## src/rtl/scp_pkg.sv

```systemverilog
// ----------------------------------------------------------------------------
// scp_pkg: shared types and constants of the stride class picker
// Class and count widths, register indexes, command codes, sequencer states
// and the queue rebuild function.
// ----------------------------------------------------------------------------
package scp_pkg;

    localparam int NUM_CLASSES = 4;
    localparam int COUNT_W     = 32;
    localparam int CLASS_W     = $clog2(NUM_CLASSES);
    localparam int LEN_W       = $clog2(NUM_CLASSES + 1);
    localparam int STRIDE_W    = 16;
    localparam int CFG_IDX_W   = 3;
    localparam int CFG_DATA_W  = 16;

    // configuration register indexes
    localparam logic [CFG_IDX_W-1:0] REG_STRIDE_0     = 3'd0;
    localparam logic [CFG_IDX_W-1:0] REG_STRIDE_1     = 3'd1;
    localparam logic [CFG_IDX_W-1:0] REG_STRIDE_2     = 3'd2;
    localparam logic [CFG_IDX_W-1:0] REG_STRIDE_3     = 3'd3;
    localparam logic [CFG_IDX_W-1:0] REG_DRIVER_MASK  = 3'd4;
    localparam logic [CFG_IDX_W-1:0] REG_PRESENT_MASK = 3'd5;

    // command codes
    localparam logic CMD_PICK     = 1'b0;
    localparam logic CMD_ACTIVATE = 1'b1;

    typedef logic [CLASS_W-1:0] t_cls;
    typedef logic [COUNT_W-1:0] t_count;

    typedef enum logic [2:0] {
        ST_IDLE,
        ST_ACT,
        ST_HEAD,
        ST_TAIL,
        ST_SEARCH,
        ST_EMIT
    } t_state;

    typedef struct packed {
        t_cls [NUM_CLASSES-1:0] order;
        logic [LEN_W-1:0]       len;
    } t_queue_init;

    // Queue of present classes, highest index at the head.
    function automatic t_queue_init build_queue(input logic [NUM_CLASSES-1:0] mask);
        t_queue_init      r;
        logic [LEN_W-1:0] n;
        r = '0;
        n = '0;
        for (int i = NUM_CLASSES - 1; i >= 0; i--) begin
            if (mask[i]) begin
                r.order[n[CLASS_W-1:0]] = CLASS_W'(i);
                n = n + 1'b1;
            end
        end
        r.len = n;
        return r;
    endfunction

endpackage

```

## src/rtl/stride_class_picker.sv

```systemverilog
// ----------------------------------------------------------------------------
// stride_class_picker: stride scheduling arbiter over four scheduler classes
// Keeps a pass-count ordered queue of classes and answers pick and activate
// requests one at a time with a small sequencer around one shared adder.
// ----------------------------------------------------------------------------
// A pick transfer walks the queue from the head: an idle ordinary class is
// rotated to the tail with the tail's count plus one, an idle driver class
// has its stride added and is dropped, and the first ready class gets its
// stride added and is reinserted in count order (wrap-aware signed compare).
// A lone queued class is returned unchanged when ready. When nothing is ready
// within one pass the result flags no_work. An activate transfer puts a
// dropped driver class back at the head with the head's count. All count
// arithmetic, the stride add, the tail-plus-one and every ordering compare,
// goes through one 32-bit adder, one use per cycle. An activate passes the
// ACT and EMIT states; a pick passes HEAD for each popped class, TAIL for
// each rotated class and SEARCH for each ordering compare, then EMIT.
// Results sit in an output register, so the next item is taken while a
// result still waits. Writing present_mask rebuilds the queue and clears all
// counts and dropped flags.
// ----------------------------------------------------------------------------
module stride_class_picker (
    input  logic                             i_clk,
    input  logic                             i_rst_n,
    // configuration write port
    input  logic                             i_cfg_we,
    input  logic [scp_pkg::CFG_IDX_W-1:0]    i_cfg_idx,
    input  logic [scp_pkg::CFG_DATA_W-1:0]   i_cfg_data,
    // request channel
    input  logic                             i_in_valid,
    output logic                             o_in_stall,
    input  logic                             i_cmd,
    input  logic [scp_pkg::NUM_CLASSES-1:0]  i_ready_mask,
    input  logic [scp_pkg::CLASS_W-1:0]      i_class_id,
    // result channel
    output logic                             o_out_valid,
    input  logic                             i_out_stall,
    output logic [scp_pkg::CLASS_W-1:0]      o_chosen_class,
    output logic                             o_no_work,
    output logic                             o_reactivated
);

    localparam int N  = scp_pkg::NUM_CLASSES;
    localparam int CW = scp_pkg::CLASS_W;
    localparam int LW = scp_pkg::LEN_W;
    localparam int KW = scp_pkg::COUNT_W;

    scp_pkg::t_state r_state, n_state;

    // queue and class state
    scp_pkg::t_cls                 r_q [N];
    logic [LW-1:0]                 r_len;
    scp_pkg::t_count               r_pc [N];
    logic [N-1:0]                  r_drop;

    // configuration
    logic [scp_pkg::STRIDE_W-1:0]  r_stride [N];
    logic [N-1:0]                  r_drv;

    // work registers of the current item
    logic [N-1:0]                  r_ready;
    scp_pkg::t_cls                 r_cls;
    logic [LW-1:0]                 r_left;
    scp_pkg::t_cls                 r_idx;
    scp_pkg::t_count               r_cnt;
    scp_pkg::t_cls                 r_res_cls;
    logic                          r_res_nw;
    logic                          r_res_re;

    // output register
    logic                          r_ov;
    scp_pkg::t_cls                 r_o_cls;
    logic                          r_o_nw;
    logic                          r_o_re;

    // shared unit controls and datapath
    scp_pkg::t_cls                 rd_pos;
    scp_pkg::t_count               add_b;
    logic                          add_cin;
    scp_pkg::t_cls                 rd_cls;
    scp_pkg::t_count               rd_cnt;
    scp_pkg::t_count               sum;
    logic                          after;
    logic                          in_xfer;
    logic                          out_free;
    logic                          search_hit;
    scp_pkg::t_queue_init          rb_reset;
    scp_pkg::t_queue_init          rb_cfg;

    assign in_xfer  = i_in_valid && !o_in_stall;
    assign out_free = !r_ov || !i_out_stall;

    // one read of the queue and one read of the counts per cycle
    assign rd_cls = r_q[rd_pos];
    assign rd_cnt = r_pc[rd_cls];

    // the shared adder: stride add, tail plus one, or count difference
    assign sum   = rd_cnt + add_b + KW'(add_cin);
    // entry belongs behind the picked class when the difference is positive
    assign after = (sum != '0) && !sum[KW-1];

    assign search_hit = ({1'b0, r_idx} == LW'(r_len)) || after;

    assign rb_reset = scp_pkg::build_queue({N{1'b1}});
    assign rb_cfg   = scp_pkg::build_queue(i_cfg_data[N-1:0]);

    // next state
    always_comb begin
        n_state = r_state;
        unique case (r_state)
            scp_pkg::ST_IDLE: begin
                if (in_xfer) begin
                    n_state = (i_cmd == scp_pkg::CMD_ACTIVATE) ? scp_pkg::ST_ACT
                                                               : scp_pkg::ST_HEAD;
                end
            end
            scp_pkg::ST_ACT: n_state = scp_pkg::ST_EMIT;
            scp_pkg::ST_HEAD: begin
                if (r_left == '0 || r_len <= LW'(1)) begin
                    n_state = scp_pkg::ST_EMIT;
                end else if (!r_ready[rd_cls]) begin
                    n_state = r_drv[rd_cls] ? scp_pkg::ST_HEAD : scp_pkg::ST_TAIL;
                end else begin
                    n_state = scp_pkg::ST_SEARCH;
                end
            end
            scp_pkg::ST_TAIL: n_state = scp_pkg::ST_HEAD;
            scp_pkg::ST_SEARCH: begin
                if (search_hit) n_state = scp_pkg::ST_EMIT;
            end
            scp_pkg::ST_EMIT: begin
                if (out_free) n_state = scp_pkg::ST_IDLE;
            end
            default: n_state = scp_pkg::ST_IDLE;
        endcase
    end

    // sequencer outputs: stall and shared unit operand selection
    always_comb begin
        o_in_stall = 1'b1;
        rd_pos     = '0;
        add_b      = '0;
        add_cin    = 1'b0;
        unique case (r_state)
            scp_pkg::ST_IDLE: o_in_stall = 1'b0;
            scp_pkg::ST_ACT:  rd_pos = '0;
            scp_pkg::ST_HEAD: begin
                rd_pos = '0;
                add_b  = KW'(r_stride[r_q[0]]);
            end
            scp_pkg::ST_TAIL: begin
                rd_pos  = CW'(r_len - 1'b1);
                add_cin = 1'b1;
            end
            scp_pkg::ST_SEARCH: begin
                rd_pos  = r_idx;
                add_b   = ~r_cnt;
                add_cin = 1'b1;
            end
            scp_pkg::ST_EMIT: rd_pos = '0;
            default:          rd_pos = '0;
        endcase
    end

    // state, queue and count updates
    always_ff @(posedge i_clk) begin
        if (!i_rst_n) begin
            r_state <= scp_pkg::ST_IDLE;
            r_ov    <= 1'b0;
            r_len   <= rb_reset.len;
            r_drop  <= '0;
            r_drv   <= '0;
            for (int j = 0; j < N; j++) begin
                r_q[j]      <= rb_reset.order[j];
                r_pc[j]     <= '0;
                r_stride[j] <= scp_pkg::STRIDE_W'(1);
            end
        end else begin
            r_state <= n_state;
            // load a finished result, or drop one that has been taken
            if (r_state == scp_pkg::ST_EMIT && out_free) r_ov <= 1'b1;
            else if (r_ov && !i_out_stall)              r_ov <= 1'b0;

            unique case (r_state)
                scp_pkg::ST_IDLE: begin
                    if (in_xfer) begin
                        r_ready   <= i_ready_mask;
                        r_cls     <= i_class_id;
                        r_left    <= r_len;
                        r_res_cls <= '0;
                        r_res_nw  <= 1'b0;
                        r_res_re  <= 1'b0;
                    end
                end
                scp_pkg::ST_ACT: begin
                    // reinsert a dropped class at the head with the head's count
                    if (r_drop[r_cls] && r_len < LW'(N)) begin
                        r_drop[r_cls] <= 1'b0;
                        if (r_len != '0) r_pc[r_cls] <= rd_cnt;
                        for (int j = 1; j < N; j++) r_q[j] <= r_q[j-1];
                        r_q[0]   <= r_cls;
                        r_len    <= r_len + 1'b1;
                        r_res_re <= 1'b1;
                    end
                end
                scp_pkg::ST_HEAD: begin
                    if (r_left == '0 || r_len == '0) begin
                        r_res_nw <= 1'b1;
                    end else if (r_len == LW'(1)) begin
                        // lone class: return it when ready, count untouched
                        if (r_ready[rd_cls]) r_res_cls <= rd_cls;
                        else                 r_res_nw  <= 1'b1;
                    end else begin
                        // pop the head and add its stride
                        for (int j = 0; j < N - 1; j++) r_q[j] <= r_q[j+1];
                        r_len        <= r_len - 1'b1;
                        r_cls        <= rd_cls;
                        r_pc[rd_cls] <= sum;
                        r_cnt        <= sum;
                        r_idx        <= '0;
                        if (!r_ready[rd_cls] && r_drv[rd_cls]) begin
                            r_drop[rd_cls] <= 1'b1;
                            r_left         <= r_left - 1'b1;
                        end
                    end
                end
                scp_pkg::ST_TAIL: begin
                    // rotate an idle class to the tail, one past the tail's count
                    r_pc[r_cls]          <= sum;
                    r_q[r_len[CW-1:0]]   <= r_cls;
                    r_len                <= r_len + 1'b1;
                    r_left               <= r_left - 1'b1;
                end
                scp_pkg::ST_SEARCH: begin
                    if (search_hit) begin
                        for (int j = 1; j < N; j++) begin
                            if (CW'(j) > r_idx) r_q[j] <= r_q[j-1];
                        end
                        r_q[r_idx] <= r_cls;
                        r_len      <= r_len + 1'b1;
                        r_res_cls  <= r_cls;
                    end else begin
                        r_idx <= r_idx + 1'b1;
                    end
                end
                scp_pkg::ST_EMIT: begin
                    if (out_free) begin
                        r_o_cls <= r_res_cls;
                        r_o_nw  <= r_res_nw;
                        r_o_re  <= r_res_re;
                    end
                end
                default: ;
            endcase

            // the user must write configuration only while idle; the block does not enforce it
            if (i_cfg_we) begin
                unique case (i_cfg_idx)
                    scp_pkg::REG_STRIDE_0: r_stride[0] <= i_cfg_data;
                    scp_pkg::REG_STRIDE_1: r_stride[1] <= i_cfg_data;
                    scp_pkg::REG_STRIDE_2: r_stride[2] <= i_cfg_data;
                    scp_pkg::REG_STRIDE_3: r_stride[3] <= i_cfg_data;
                    scp_pkg::REG_DRIVER_MASK: r_drv <= i_cfg_data[N-1:0];
                    scp_pkg::REG_PRESENT_MASK: begin
                        // rebuild the queue, clear counts and dropped flags
                        r_len  <= rb_cfg.len;
                        r_drop <= '0;
                        for (int j = 0; j < N; j++) begin
                            r_q[j]  <= rb_cfg.order[j];
                            r_pc[j] <= '0;
                        end
                    end
                    default: ;
                endcase
            end
        end
    end

    assign o_out_valid    = r_ov;
    assign o_chosen_class = r_o_cls;
    assign o_no_work      = r_o_nw;
    assign o_reactivated  = r_o_re;

endmodule

```

## config.mk

```make
export PLATFORM = sky130hd
export DESIGN_NAME = stride_class_picker
export DESIGN_NICKNAME = d
export VERILOG_FILES = /design/src/rtl/scp_pkg.sv /design/src/rtl/stride_class_picker.sv
export SDC_FILE = /design/constraint.sdc
export NUM_CORES = 1
export LEC_CHECK = 0
export BUFFER_PORTS_ARGS = -buffer_cell sky130_fd_sc_hd__buf_2
export CAP_MARGIN = 20
export CORE_MARGIN = 2
export CORE_UTILIZATION = 67
export CTS_CLUSTER_SIZE = 16
export DETAILED_ROUTE_END_ITERATION = 12
export PLACE_DENSITY = 0.91
export SLEW_MARGIN = 30
export SYNTH_ARGS = -nofsm -noshare
export SYNTH_HDL_FRONTEND = slang
export SYNTH_SLANG_ARGS = --single-unit
```

## constraint.sdc

```tcl
create_clock -name i_clk -period 16.34 [get_ports i_clk]
set_input_delay 0.817 -clock i_clk [delete_from_list [all_inputs] [get_ports i_clk]]
set_output_delay 0.817 -clock i_clk [all_outputs]
set_load 0.1 [all_outputs]
```

* Word level (Yosys, flattened, before mapping)
Memories as Yosys holds them, arrays and structs flattened. Index checks and enable logic that the tools add are counted.
Operators by class: add/subtract/negate cells 9, multiplexer cells 170, shift-type cells 0, magnitude comparators 15, $mul 0, bitwise gates (word level) 97, div/mod/pow operators 0, reduce and logical (&&, ||, !) cells 47, equal/unequal tests 44
Operator list (number):
- $mux W32 | 7
- $mux W1 | 77
- $mux W2 | 36
- $mux W16 | 4
- $pmux W32 S2 | 1
- $reduce_or A32 Y1 | 2
- $mux W3 | 18
- $and A1 B1 Y1 | 40
- $eq A2 B2 Y1 const B | 20
- $add A32 B1 Y32 | 1
- $add A32 B32 Y32 | 1
- $not A32 Y32 | 1
- $reduce_bool A32 Y1 | 1
- $mux W4 | 6
- $mux W8 | 3
- $or A1 B1 Y1 | 23
- $not A1 Y1 | 22
- $ne A2 B2 Y1 const B | 10
- $pmux W3 S6 | 1
- $lt A2 B3 Y1 const B | 5
- $reduce_and A5 Y1 | 3
- $add A3 B1 Y3 const B | 4
- $demux W2 S2 | 3
- $eq A3 B2 Y1 const B | 4
- other kinds (38) | 89
Word-level totals: bits in registers 66, memory bits (writable) 200, input bits 31, word-level logic and storage cells 401, latch bits 0, memories 3, bits in read-only memories 0, output and inout bits 6
Memories:
- r_pc | depth 4, bits a word 32, rd ports 1, clocked after memory_dff 0, write ports 4, line stride_class_picker.sv:52 | scp_pkg::t_count r_pc [N];
- r_stride | depth 4, bits a word 16, rd ports 1, clocked after memory_dff 0, write ports 4, line stride_class_picker.sv:56 | logic [scp_pkg::STRIDE_W-1:0] r_stride [N];
- r_q | depth 4, bits a word 2, rd ports 5, clocked after memory_dff 0, write ports 4, line stride_class_picker.sv:50 | scp_pkg::t_cls r_q [N];

* Longest topological paths before layout
Gate-level depths: netlist (run 1). An unclocked memory read counts as a cell.
depth after elaboration 19, mapped depth 24, depth with buffers taken out 19

* Least setup slack after synthesis (run 1)
No wires, ideal clock.
path kind register to register, from register r_len[0], to memory r_q[2][0] in the netlist's numbering, enable pin, required time 16079 ps, path slack 9186 ps, arrival time 6893 ps, cell stages (with the launch flop) 22, library setup time 261 ps, clock period less this slack 7154 ps, buffers on the path 4, path through dfxtp_1 clkbuf_1 inv_1 ha_1 a2bb2oi_1 mux2_2 buf_2 buf_1 mux4_2 fa_1 fa_1 a21o_2 a221o_1 a221o_1 or3_1 a211o_1 nor4b_2 nand4b_1 or4_1 buf_6 a22o_1 or3_1
RTL lines:
- start: declaration | line stride_class_picker.sv:51 | logic [LW-1:0] r_len;
- start signal: assignment | line stride_class_picker.sv:169 | r_len <= rb_reset.len;
- start signal: assignment | line stride_class_picker.sv:201 | r_len <= r_len + 1'b1;
- start signal: assignment | line stride_class_picker.sv:215 | r_len <= r_len - 1'b1;
- end: declaration | line stride_class_picker.sv:50

==> reports/summary.txt, run 1 <==
Min-delay src: r_res_nw$_DFFE_PP_
Num CTS Buffers: 27
Vias per std cell: 6.731
Post-layout min period: 7.976 ns
Hold endpoint: o_no_work$_DFFE_PP_
Worst EP required: 16.64 ns
Final setup viols: 0
Fin. Hold Viols: 0
Syn avg cell area: 11.57 µm²
Total Wirelength: 35.40 mm
LEAKAGE: 0.006006 µW
Setup Fix Bufs, Post-CTS: 0
Post-CTS Resized: 0
CP max FO: 37
Post-Syn Area: 0.01468 mm²
R2R Path End: r_q[2][1]$_DFFE_PP_
Met2 WL: 16.91 mm
Clock sink total: 266
Logic pwr share: 35.4%
GRT Total Usage: 30.57%
Synth Net Count: 1,351
Worst-path clk slew: 0.06 ns
Switching pwr: 817.4 µW
Number of port buffers: 36
Crit path from: r_state[2]$_SDFFE_PN0P_
CP Capture Type: register
Max Cap Viol: 0
Sequential share of the synthesized area: 53.41%
Initial drt markers: 1,277
Core area: 0.02169 mm²
Vias: 10,640
Distinct cells, synth: 90
Yosys warns: 0
Final core utilization: 73.10%
Final WS setup: 8.364 ns
Fmax: 125.4 MHz
FF-to-FF Start: r_state[2]$_SDFFE_PN0P_
Clock root cell: clkbuf_16
DRC Markers: 0
Internal power: 1448 µW
CTS Buffer Depth: 3
Worst vdd ir: 0.09954 mV
DRT antenna net count: 0
Hold Buf Count CTS: 0
Final TNS setup: 0 ns
Seq pwr share: 38.3%
Maximum number of pins on one net before global-route repair: 39
Top routing layer in use: met4
Startpoint Class: register
Hold Path Class: reg -> reg
Die area: 0.02310 mm²
Internal reg-to-reg setup slack: 8.36 ns
Vias in the first global route: 10,490
Relative slew slack: 38.77%
Hold Path Depth: 0
Row count: 54
HPWL Detailed: 23.58 mm
Clock power share: 26.3%
Async S/R FF share, synth: 0%
H-tree levels: 1
Total grt overflow: 0
Area grow syn2layout: 8.032%
Crit Path Class: reg -> reg
Die width: 152 µm
Synth Instances: 1,268
Critical path arrival: 8.28 ns
Die height: 152 µm
CTS tree: done
Layout cells sized above 1: 12.84%
Final GP Congestion: 1.003
Reg2reg path depth: 18
Pins Over Slew Limit: 0
Post-synthesis register bit count: 266
Top-Level Pins: 37
EDFF count, synth: 251
# nets final: 1,364
Antenna diodes: 0
Met1 Routed Length: 13.67 mm
Starting Density: 67.66%
Initial antenna violation count: 0
Status: completed
Cell Pwr Density: 142.9 mW/mm²
Sw Ratio: 36.09%
RSZ-0062 raised after global routing: no
Clock Skews: 0.02849 ns
Worst-Margin Slew: 0.9185 ns
WL/cell: 22.39 µm
Worst slack at placement: 8.467 ns
Skew-Pair Late Insertion Delay: 0.56 ns
First-pass GRT wire length: 56.53 mm
Met3 Wirelength: 3.298 mm
Period utilization: 48.82%
First-pass iteration count of the detailed router: 5
Most used flip-flop cell after synthesis: edfxtp_1
## cell type report
class / instances / area [µm²]
repair buffers: 55 / 322.8
well taps: 280 / 350.3
fillers: 1395 / 5834
inverters: 32 / 120.1
flip-flops and latches: 266 / 7838
clock inverters: 17 / 143.9
clock buffers: 32 / 694.4
multi-input cells: 899 / 6385
## flip-flops by register name, summed over array words and instances, names as in the netlist, 3 cells and up
register and flops:
r_left 3, r_state 3, r_q 8, r_cnt 32
r_drv 4, r_stride 64, r_ready 4, r_pc 128
r_drop 4, r_len 3
## layer usage
metal	vias up	track usage [%]
li1	4770	-
met1	5121	41.86
met2	630	50.30
met3	121	4.250
met4	0	12.06
met5	-	0
## placed cells by master, fill, tap and decap left out, drive strengths merged, types with 15 or more instances in the layout
master  Yosys  routed
inv        31      32
nand2      94      94
clkbuf     56      32
and2       71      71
edfxtp    251     251
or3        16      16
nor2      209     209
a21oi      63      63
nand3      21      21
nor3       22      22
mux2i      48      48
ha         50      50
mux4       50      50
o21ai      65      65
dfxtp      15      15
buf        14      55
## cell usage after synthesis (all sizes together) (11+ instances only)
master	number	share of area (%)
a211oi	12	0.61
a21oi	63	2.1
and2	71	3.1
buf	14	0.55
clkbuf	56	1.7
dfxtp	15	2.0
edfxtp	251	51
ha	50	4.3
inv	31	0.79
mux2i	48	3.3
mux4	50	7.7
nand2	94	2.4
nand3	21	0.72
nand4	11	0.47
nor2	209	5.3
nor3	22	0.75
o21ai	65	2.2
or3	16	0.69
xnor2	12	0.72
## worst max-delay path, stage by stage, from the launching register on
cell       delay [ns]
dfxtp_1          0.59
nand3b_1         0.38
a2bb2oi_1        0.51
mux2i_1          0.24
mux2_2           0.18
buf_4            0.57
mux4_2           0.63
fa_1             0.48
fa_1             0.44
a21o_2           0.22
a221o_1          0.41
a221o_1          0.40
or3_1            0.35
a211o_1          0.31
nor4b_2          0.29
nand4b_1         0.17
or4_1            0.79
a22o_1           0.33
or3_1            0.42
## logic make-up after synthesis
kind of cell    Yosys count  synth area share (%)
xor+xnor                 23                 1.475
fa+ha+maj                52                 4.536
compound gates          234                 10.36
mux                     101                 11.18
simple gates            489                 15.75
flops                   266                 53.41
buf+inv                 103                 3.299
## stage by stage
step           std cells  power, µW  hold WS, ns  cell area (µm²)
3_3_place_gp        1532       1633       0.4019            15010
6_report            1581       2265       0.4242            15850
3_5_place_dp        1532       1658       0.4071            15010
2_1_floorplan       1268       1483       0.4003            14680
4_1_cts             1581       2250       0.4216            15850
5_1_grt             1581       2360       0.4247            15850
## how the worst max path moves through the flow
stage	to	cells past startpoint
global placement	r_q[2][0]$_DFFE_PP_	18
floorplan	r_q[2][0]$_DFFE_PP_	21
detailed placement	r_q[2][0]$_DFFE_PP_	18
finish	r_q[2][1]$_DFFE_PP_	18
CTS	r_q[2][0]$_DFFE_PP_	18
global route	r_q[2][0]$_DFFE_PP_	19
## power by group through the flow
| stage | Clock [µW] | Sequential, µW | Combinational, µW |
|---|---|---|---|
| CTS | 599 | 867 | 784 |
| global route | 619 | 874 | 867 |
| floorplan | 0 | 864 | 618 |
| finish | 595 | 869 | 802 |
| global placement | 0 | 876 | 757 |
| detailed placement | 0 | 881 | 777 |
No activity file was read; power rests on OpenSTA's default activity.
==> run 2, diff against run 1 <==
--- a/config.mk
+++ b/config.mk
@@ -8,10 +8,10 @@
 export BUFFER_PORTS_ARGS = -buffer_cell sky130_fd_sc_hd__buf_2
 export CAP_MARGIN = 20
 export CORE_MARGIN = 2
-export CORE_UTILIZATION = 67
+export CORE_UTILIZATION = 63
 export CTS_CLUSTER_SIZE = 16
 export DETAILED_ROUTE_END_ITERATION = 12
-export PLACE_DENSITY = 0.91
+export PLACE_DENSITY = 0.86
 export SLEW_MARGIN = 30
 export SYNTH_ARGS = -nofsm -noshare
 export SYNTH_HDL_FRONTEND = slang
==> constraint.sdc (replaced) <==
create_clock -name i_clk -period 7.86 [get_ports i_clk]
set_input_delay 0.393 -clock i_clk [delete_from_list [all_inputs] [get_ports i_clk]]
set_output_delay 0.393 -clock i_clk [all_outputs]
set_load 0.1 [all_outputs]
==> reports/summary.txt, run 2 (same netlist as run 1, synthesis figures left out) <==
CTS Buffer Depth: 3
Total grt overflow: 0
Post-CTS Resized: 0
Worst slack at placement: 0.6971 ns
Die area: 0.02453 mm²
Max FFs per register: 128
Finished Cell Area: 0.01609 mm²
LEAKAGE: 0.006123 µW
CP max FO: 20
Final GP Congestion: 0.9695
Clock Skews: 0.01274 ns
Clock sink total: 266
DRC Markers: 0
Vias in the first global route: 10,550
Internal reg-to-reg setup slack: 0.63 ns
GR Layer Usage met1: 38.88%
GRT Total Usage: 29.22%
Row count: 55
Met3 Usage GRT: 3.739%
Antenna diodes: 0
Area grow syn2layout: 9.660%
Commonest non-fill, non-tap cell in the layout: edfxtp_1
Reg2reg path depth: 18
H-tree levels: 1
# nets final: 1,367
Max Cap Viol: 0
Startpoint Class: register
Worst-path clk slew: 0.06 ns
Setup Fix Bufs, Post-CTS: 0
Top-Level Pins: 37
Final setup viols: 0
WL/cell: 21.81 µm
R2R Path End: r_q[2][1]$_DFFE_PP_
Core area: 0.02278 mm²
CTS tree: done
Vias per std cell: 6.552
Layout cells sized above 1: 13.63%
Commonest cells after routing, fill and taps aside: edfxtp_1 (251), nor2_1 (209), nand2_1 (93)
Initial drt markers: 1,141
Crit Path Class: reg -> reg
Vias: 10,610
Grt met2 use: 49.40%
CP Capture Type: register
Worst-Margin Slew: 0.9003 ns
Fmax: 138.2 MHz
Worst EP required: 8.16 ns
Top Registers: r_pc: 128 flops, r_stride: 64 flops, r_cnt: 32 flops
Starting Density: 64.43%
HPWL Detailed: 23.29 mm
Hold Path Class: in -> reg
Final WS setup: 0.6259 ns
Critical path arrival: 7.53 ns
DRT antenna net count: 0
RSZ-0062 raised after global routing: no
Hold Path Depth: 1
Total Wirelength: 35.30 mm
Status: completed
First-pass iteration count of the detailed router: 6
Worst vdd ir: 0.1724 mV
Cell Pwr Density: 307.3 mW/mm²
Period utilization: 92.04%
Clock root cell: clkbuf_16
Die height: 156.6 µm
Number of port buffers: 36
First-pass GRT wire length: 55.73 mm
Min-delay src: i_ready_mask[1]
FF-to-FF Start: r_state[2]$_SDFFE_PN0P_
Pins Over Slew Limit: 0
Initial antenna violation count: 0
Hold endpoint: r_ready[1]$_DFFE_PP_
Maximum number of pins on one net before global-route repair: 38
Final TNS setup: 0 ns
Die width: 156.6 µm
Global route hottest layer: met2
Hold Buf Count CTS: 0
Post-layout min period: 7.234 ns
Dpl cell area: 0.01507 mm²
Skew-Pair Late Insertion Delay: 0.55 ns
Relative slew slack: 39.76%
Biggest register: r_pc
Num CTS Buffers: 28
Final Power: 4945 µW
Fin. Hold Viols: 0
## run 2: cell types whose count changed in the layout (fill, tap and decap cells not counted)
cell        change
clkbuf_16       +2
inv_6           -1
clkinvlp_4      -3
clkinv_2        +4
nor4b_1         +1
nor4b_2         -1
clkbuf_1        -4
bufinv_16       +5
clkinv_4        +3
clkinv_1        -3
buf_4           +2
## run 2: final cells by class
type,instances,area [µm²]
Clock buffer,30,729.5
Clock inverter,22,297.8
Fill cell,1572,6685
Inverter,32,120.1
Multi-Input combinational cell,899,6379
Sequential cell,266,7838
Tap cell,313,391.6
Timing Repair Buffer,57,337.8
## run 2: worst max-delay path: stages (launching register included)
cell       delay [ns]
dfxtp_1          0.60
nand3b_1         0.34
a2bb2oi_1        0.54
mux2i_1          0.26
mux2_2           0.22
buf_4            0.39
mux4_2           0.63
fa_1             0.44
a21o_2           0.22
a221o_1          0.40
a221o_1          0.38
or3_1            0.33
a211o_1          0.32
nor4b_2          0.26
nand4b_1         0.13
or4_1            0.76
nand2_2          0.25
nor4_1           0.10
or3_1            0.41
## run 2: report_power, final
group	total (µW)	switching [µW]	internal [µW]
Sequential	1800	77.4	1720
Combinational	1670	1080	591
Clock	1470	568	902
Total	4940	1730	3220
## run 2: worst max path at each step
stage	cells past startpoint	to	start	slack, ns
6_report	18	r_q[2][1]$_DFFE_PP_	r_state[2]$_SDFFE_PN0P_	0.63
5_1_grt	18	r_q[2][1]$_DFFE_PP_	r_state[2]$_SDFFE_PN0P_	0.30
4_1_cts	18	r_q[2][1]$_DFFE_PP_	r_state[2]$_SDFFE_PN0P_	0.69
3_5_place_dp	18	r_q[2][0]$_DFFE_PP_	r_state[2]$_SDFFE_PN0P_	0.70
3_3_place_gp	18	r_q[2][0]$_DFFE_PP_	r_state[2]$_SDFFE_PN0P_	0.94
2_1_floorplan	21	r_q[2][0]$_DFFE_PP_	r_len[0]$_SDFF_PN0_	0.71
## run 2: routing by layer
metal	part of all wire [%]	vias to the layer above
met1	40	5141
met4	3.3	0
met3	8.3	92
li1	-	4783
met2	49	592
met5	0	-
## run 2: metrics by stage
step	utilization, %	hold slack (ns)	std cells
after floorplan	-	0.4003	1268
after global placement	66.14	0.4034	1567
after detailed placement	66.14	0.4054	1567
after CTS	70.65	0.01264	1619
after global routing	70.65	0.02495	1619
final	70.65	0.01924	1619
